File: src/design/dcd_ram.sv
`default_nettype none

module dcd_ram #(
   parameter int DATA_W = 8,
   parameter int ADDR_W = 4
) (
   input  logic              clock,
   input  logic              wr_en,
   input  logic [ADDR_W-1:0] wr_addr,
   input  logic [DATA_W-1:0] wr_data,
   input  logic [ADDR_W-1:0] rd_addr,
   output logic [DATA_W-1:0] rd_data
);

   logic [DATA_W-1:0] mem [2**ADDR_W];
   logic [DATA_W-1:0] rd_data_ff;

   always_ff @(posedge clock) begin
      if (wr_en) begin
         mem[wr_addr] <= wr_data;
      end
      rd_data_ff <= mem[rd_addr];
   end

   assign rd_data = rd_data_ff;

endmodule

`default_nettype wire

File: config.mk
export PLATFORM = sky130hd
export DESIGN_NAME = dcd_ram
export DESIGN_NICKNAME = d
export VERILOG_FILES = /design/src/design/dcd_ram.sv
export SDC_FILE = /design/constraint.sdc
export NUM_CORES = 1
export LEC_CHECK = 0
export ABC_AREA = 0
export BUFFER_PORTS_ARGS = -buffer_cell sky130_fd_sc_hd__buf_2
export CAP_MARGIN = 20
export CORE_AREA = 8 8 97 117
export DETAILED_ROUTE_END_ITERATION = 6
export DIE_AREA = 0 0 105 125
export PLACE_DENSITY = 0.69
export SYNTH_ARGS = -nofsm -noshare
export SYNTH_HDL_FRONTEND = slang
export SYNTH_SLANG_ARGS = --single-unit
File: constraint.sdc
create_clock -name clock -period 2.1 [get_ports clock]
set_clock_uncertainty 0.1 [all_clocks]
set_input_delay 0 -clock clock [delete_from_list [all_inputs] [get_ports clock]]
set_output_delay 0 -clock clock [all_outputs]
set_load 0.02 [all_outputs]
Word-level counts from Yosys, hierarchy flattened
Memories as Yosys holds them, arrays and structs flattened. A register that Yosys moved wholly into a read port is not among the register bits.
Index checks and enable logic that the tools add are counted.
Operators by class
  $add $sub $neg: 0
  multipliers: 0
  div/mod/pow operators: 0
  magnitude comparators: 0
  equality and inequality tests: 0
  shift operators: 0
  multiplexer cells: 2
  bitwise logic cells: 0
  reductions and logical operators: 0
Operator list (count)
  $mux 1: 2
Storage, ports and cells
  flip-flop bits (word level): 0
  latch bits: 0
  memory bits (writable): 128
  ROM bits: 0
  input bits: 18
  output and inout port bits: 8
  memories kept: 1
Memory list
  mem: depth 16, bits a word 8, read ports 1, clocked after memory_dff 1, write ports 1, RTL line 15  | logic [DATA_W-1:0] mem [2**ADDR_W];

Depth between registers and ports, before layout
  depth after elaboration: 2
  depth in mapped cells: 5
  mapped depth without buffers: 3

Least setup slack after synthesis
OpenSTA, ideal clock, no wires.
  path type: input-to-reg
  start: in wr_addr[2]
  end: mem mem[0][0] (enable)
  data arrival time: 1110 ps
  data required time: 1617 ps
  setup slack: 507 ps
  stages: 2
  buffers on the path: 0
  cell sequence: or3b_2 > nor3_1
RTL lines
  start: declaration: RTL line 9  | input logic [ADDR_W-1:0] wr_addr,
  end: declaration: RTL line 15
No word-level cell before the write port.

==> run_summary.xml <==
<?xml version="1.0" encoding="UTF-8"?>
<metrics>
  <group name="route">
    <metric name="vias" unit="">2448</metric>
    <metric name="wirelength" unit="µm">9650</metric>
    <metric name="detail_route.first_pass.iterations" unit="">5</metric>
    <metric name="antenna_left" unit="">0</metric>
    <metric name="drtIter0Drc" unit="">179</metric>
    <metric name="drt-vias-per-instance" unit="">5.65</metric>
    <metric name="routedWlPerCell" unit="µm">22.3</metric>
    <metric name="drc_violations_left" unit="">0</metric>
  </group>
  <group name="sta">
    <metric name="finalCritPeriodShare" unit="%">69.5</metric>
    <metric name="setup-violations-final" unit="">0</metric>
    <metric name="slew_of_the_pin_with_the_lowest_slew_margin" unit="ns">0.703</metric>
    <metric name="slew-limit-headroom" unit="%">53.0</metric>
    <metric name="clock.fmax" unit="GHz">0.686</metric>
    <metric name="totalNegativeSetupSlack" unit="ns">0</metric>
    <metric name="grt_setup_unrepaired" unit="">no</metric>
    <metric name="final_hold_viol_count" unit="">0</metric>
    <metric name="slew_violations" unit="">0</metric>
    <metric name="final_period_minus_worst_setup_slack" unit="ns">1.46</metric>
    <metric name="whs" unit="ns">0.0415</metric>
  </group>
  <group name="floorplanning">
    <metric name="start_util" unit="%">53.6</metric>
    <metric name="dieWidth" unit="µm">105</metric>
    <metric name="die_h" unit="µm">125</metric>
    <metric name="ios" unit="">26</metric>
    <metric name="fp.dieArea" unit="mm²">0.0131</metric>
    <metric name="fp-row-count" unit="">40</metric>
    <metric name="floorplan.core_area" unit="mm²">0.00961</metric>
  </group>
  <group name="synthesis">
    <metric name="ys_seq_elements" unit="">136</metric>
    <metric name="synth.most_common_cell" unit="">sky130_fd_sc_hd__edfxtp_1</metric>
    <metric name="synth_top_cell_by_area" unit="">sky130_fd_sc_hd__edfxtp_1</metric>
    <metric name="mappedNetlistArea" unit="mm²">0.00515</metric>
    <metric name="synth-seq-area-share" unit="%">77.8</metric>
    <metric name="mappedNetlistNets" unit="">247</metric>
    <metric name="ys.flop_type" unit="">sky130_fd_sc_hd__edfxtp_1</metric>
    <metric name="synth_cells" unit="">229</metric>
    <metric name="synth.top_cells.by_area" unit="">sky130_fd_sc_hd__edfxtp_1, sky130_fd_sc_hd__mux4_2, sky130_fd_sc_hd__mux4_1</metric>
    <metric name="synth_top_area_share" unit="%">74.7</metric>
    <metric name="synthTopCellsByCount" unit="">sky130_fd_sc_hd__edfxtp_1, sky130_fd_sc_hd__mux4_2, sky130_fd_sc_hd__a22oi_1, sky130_fd_sc_hd__mux4_1, sky130_fd_sc_hd__nor2_1</metric>
    <metric name="synth.lib_cells_used.distinct" unit="">19</metric>
    <metric name="synth-async-reset-ratio" unit="%">0</metric>
    <metric name="syn_avg_cell_area" unit="µm²">22.5</metric>
    <metric name="number_of_enable_type_register_cells_in_the_synthesized_netlist" unit="">128</metric>
    <metric name="yosysWarnings" unit="">0</metric>
  </group>
  <group name="power">
    <metric name="fin_total_pwr" unit="W">0.00619</metric>
    <metric name="power.density_cell_area" unit="mW/mm²">998</metric>
    <metric name="worst_ir_drop_vdd" unit="mV">0.837</metric>
    <metric name="leakage" unit="nW">2.15</metric>
  </group>
  <group name="critical_path">
    <metric name="worst-path-max-fanout" unit="">1</metric>
    <metric name="critical_path.max_stage_delay" unit="ns">0.54</metric>
    <metric name="critical_path_required" unit="ns">2.29</metric>
    <metric name="critical_path.cell_chain" unit="">mux4_1 &gt; a22oi_1 &gt; nand2_1</metric>
    <metric name="worstPathBufferInverterCount" unit="">0</metric>
    <metric name="critical_path.top_delay_family" unit="">multiplexers</metric>
    <metric name="worstSetupPathType" unit="">flip-flop to flip-flop</metric>
    <metric name="slowest_stage" unit="">sky130_fd_sc_hd__mux4_1</metric>
    <metric name="end_kind" unit="">flip-flop</metric>
    <metric name="worst_ep_arrival_time" unit="ns">1.65</metric>
    <metric name="crit_path_start_kind" unit="">flip-flop</metric>
  </group>
  <group name="layout">
    <metric name="layoutNonFillerInstCount" unit="">433</metric>
    <metric name="nNetsFinal" unit="">312</metric>
    <metric name="area_growth" unit="%">20.4</metric>
    <metric name="post_route_cells_drive_above_1_share" unit="%">31.3</metric>
    <metric name="antenna-diode-count" unit="">0</metric>
  </group>
  <group name="placed_design">
    <metric name="globalplace.congestion" unit="">0.788</metric>
    <metric name="port_buffers" unit="">25</metric>
    <metric name="dp_hpwl" unit="µm">6330</metric>
    <metric name="total_placed_cells_including_tap_cells" unit="">393</metric>
  </group>
  <group name="cts">
    <metric name="sinks_on_clock_net" unit="">136</metric>
    <metric name="clkLatencyLatePin" unit="ns">0.40</metric>
    <metric name="clockRootBuffer" unit="">sky130_fd_sc_hd__clkbuf_16</metric>
    <metric name="ctsResizeCount" unit="">0</metric>
    <metric name="cts_tree" unit="">yes</metric>
    <metric name="cts_made_buffers" unit="">17</metric>
    <metric name="clk_pin_slew_worst_paths" unit="ns">0.06</metric>
    <metric name="maximum_number_of_buffers_from_clock_root_to_sink" unit="">2</metric>
    <metric name="cts-htree-levels" unit="">4</metric>
  </group>
  <group name="outcome">
    <metric name="status" unit="">finished clean</metric>
  </group>
  <group name="grt">
    <metric name="first_global_vias" unit="">2637</metric>
    <metric name="grt_start_max_net_pins" unit="">19</metric>
    <metric name="grt_first_pass_wirelength" unit="µm">15000</metric>
    <metric name="global_route.usage.total" unit="%">16.0</metric>
    <metric name="antenna_found_initial" unit="">0</metric>
    <metric name="globalRouteOverflowTotal" unit="">0</metric>
  </group>
  <group name="worst_hold_path">
    <metric name="worstHoldPathType" unit="">input port to flip-flop</metric>
  </group>
  <group name="run">
    <metric name="cap_viol_max_count" unit="">0</metric>
  </group>
</metrics>
layout by cell type, fill, tap and decap left out, types with 4 or more instances in the layout:
master	count
sky130_fd_sc_hd__dlygate4sd3_1	8
sky130_fd_sc_hd__mux4_2	18
sky130_fd_sc_hd__buf_2	25
sky130_fd_sc_hd__nand2_1	9
sky130_fd_sc_hd__nor2_1	13
sky130_fd_sc_hd__clkbuf_16	17
sky130_fd_sc_hd__a22oi_1	16
sky130_fd_sc_hd__edfxtp_1	128
sky130_fd_sc_hd__nor3_1	4
sky130_fd_sc_hd__buf_4	21
sky130_fd_sc_hd__mux4_1	14
sky130_fd_sc_hd__clkinv_2	6
sky130_fd_sc_hd__dfxtp_1	8
per-layer routing:
layer | global-route usage [%] | wire, µm | up-vias
met5 | 0 | 0 | -
met4 | 6.82 | 167 | 0
met3 | 5.76 | 646 | 13
met2 | 25.5 | 4910 | 91
met1 | 19.3 | 3930 | 1242
li1 | - | - | 1102
metrics by stage:
stage / util [%] / worst slack [ns] / instance area (µm²)
finish: 64.5 / 0.641 / 6200
detailed placement: 57.7 / 0.414 / 5540
global placement: 57.7 / 0.433 / 5540
CTS: 64.5 / 0.633 / 6200
floorplan: - / 0.507 / 5150
global route: 64.5 / 0.565 / 6200
layout make-up:
type | instances | area [µm²]
clock buffer | 23 | 478
clock inverter | 9 | 98.8
fill | 686 | 3410
timing repair buffer | 56 | 403
sequential | 136 | 4000
tap | 126 | 158
multi-input combinational | 83 | 1060
registers in the layout (all words and copies together), names as in the netlist:
signal / count
mem: 128
rd_data: 8
logic make-up after synthesis:
group | synth area share, %
and+or+nand+nor | 3.18
DFF | 77.8
muxes | 15.0
AOI/OAI and AO/OA | 2.33
buffers and inverters | 1.68
final timing paths:
path	from	endpoint	slack, ns	cells after the start
setup / recovery	mem[0][2]	rd_data[2]	0.64	3
hold reg to reg	mem[14][3]	rd_data[3]	0.56	3
hold / removal	wr_addr[0]	mem[0][6]	0.04	3
setup reg to reg	mem[0][2]	rd_data[2]	0.64	3
what timing repair did:
item | CTS | global route
setup endpoints to repair | 0 | 0
endpoints found under the hold margin | 128 | 0
hold buffers | 8 | 0
buffers inserted | 0 | 0
power by group:
group / switching [W] / internal, W
registers: 0.0000202 / 0.00304
clock network: 0.000990 / 0.00183
logic: 0.000176 / 0.000135
tightest hold or removal path, delay by kind of cell:
kind          cells  cell delay, ns
simple gates      1            0.08
buf+inv           2            0.30
No activity file was read; power rests on OpenSTA's default activity.
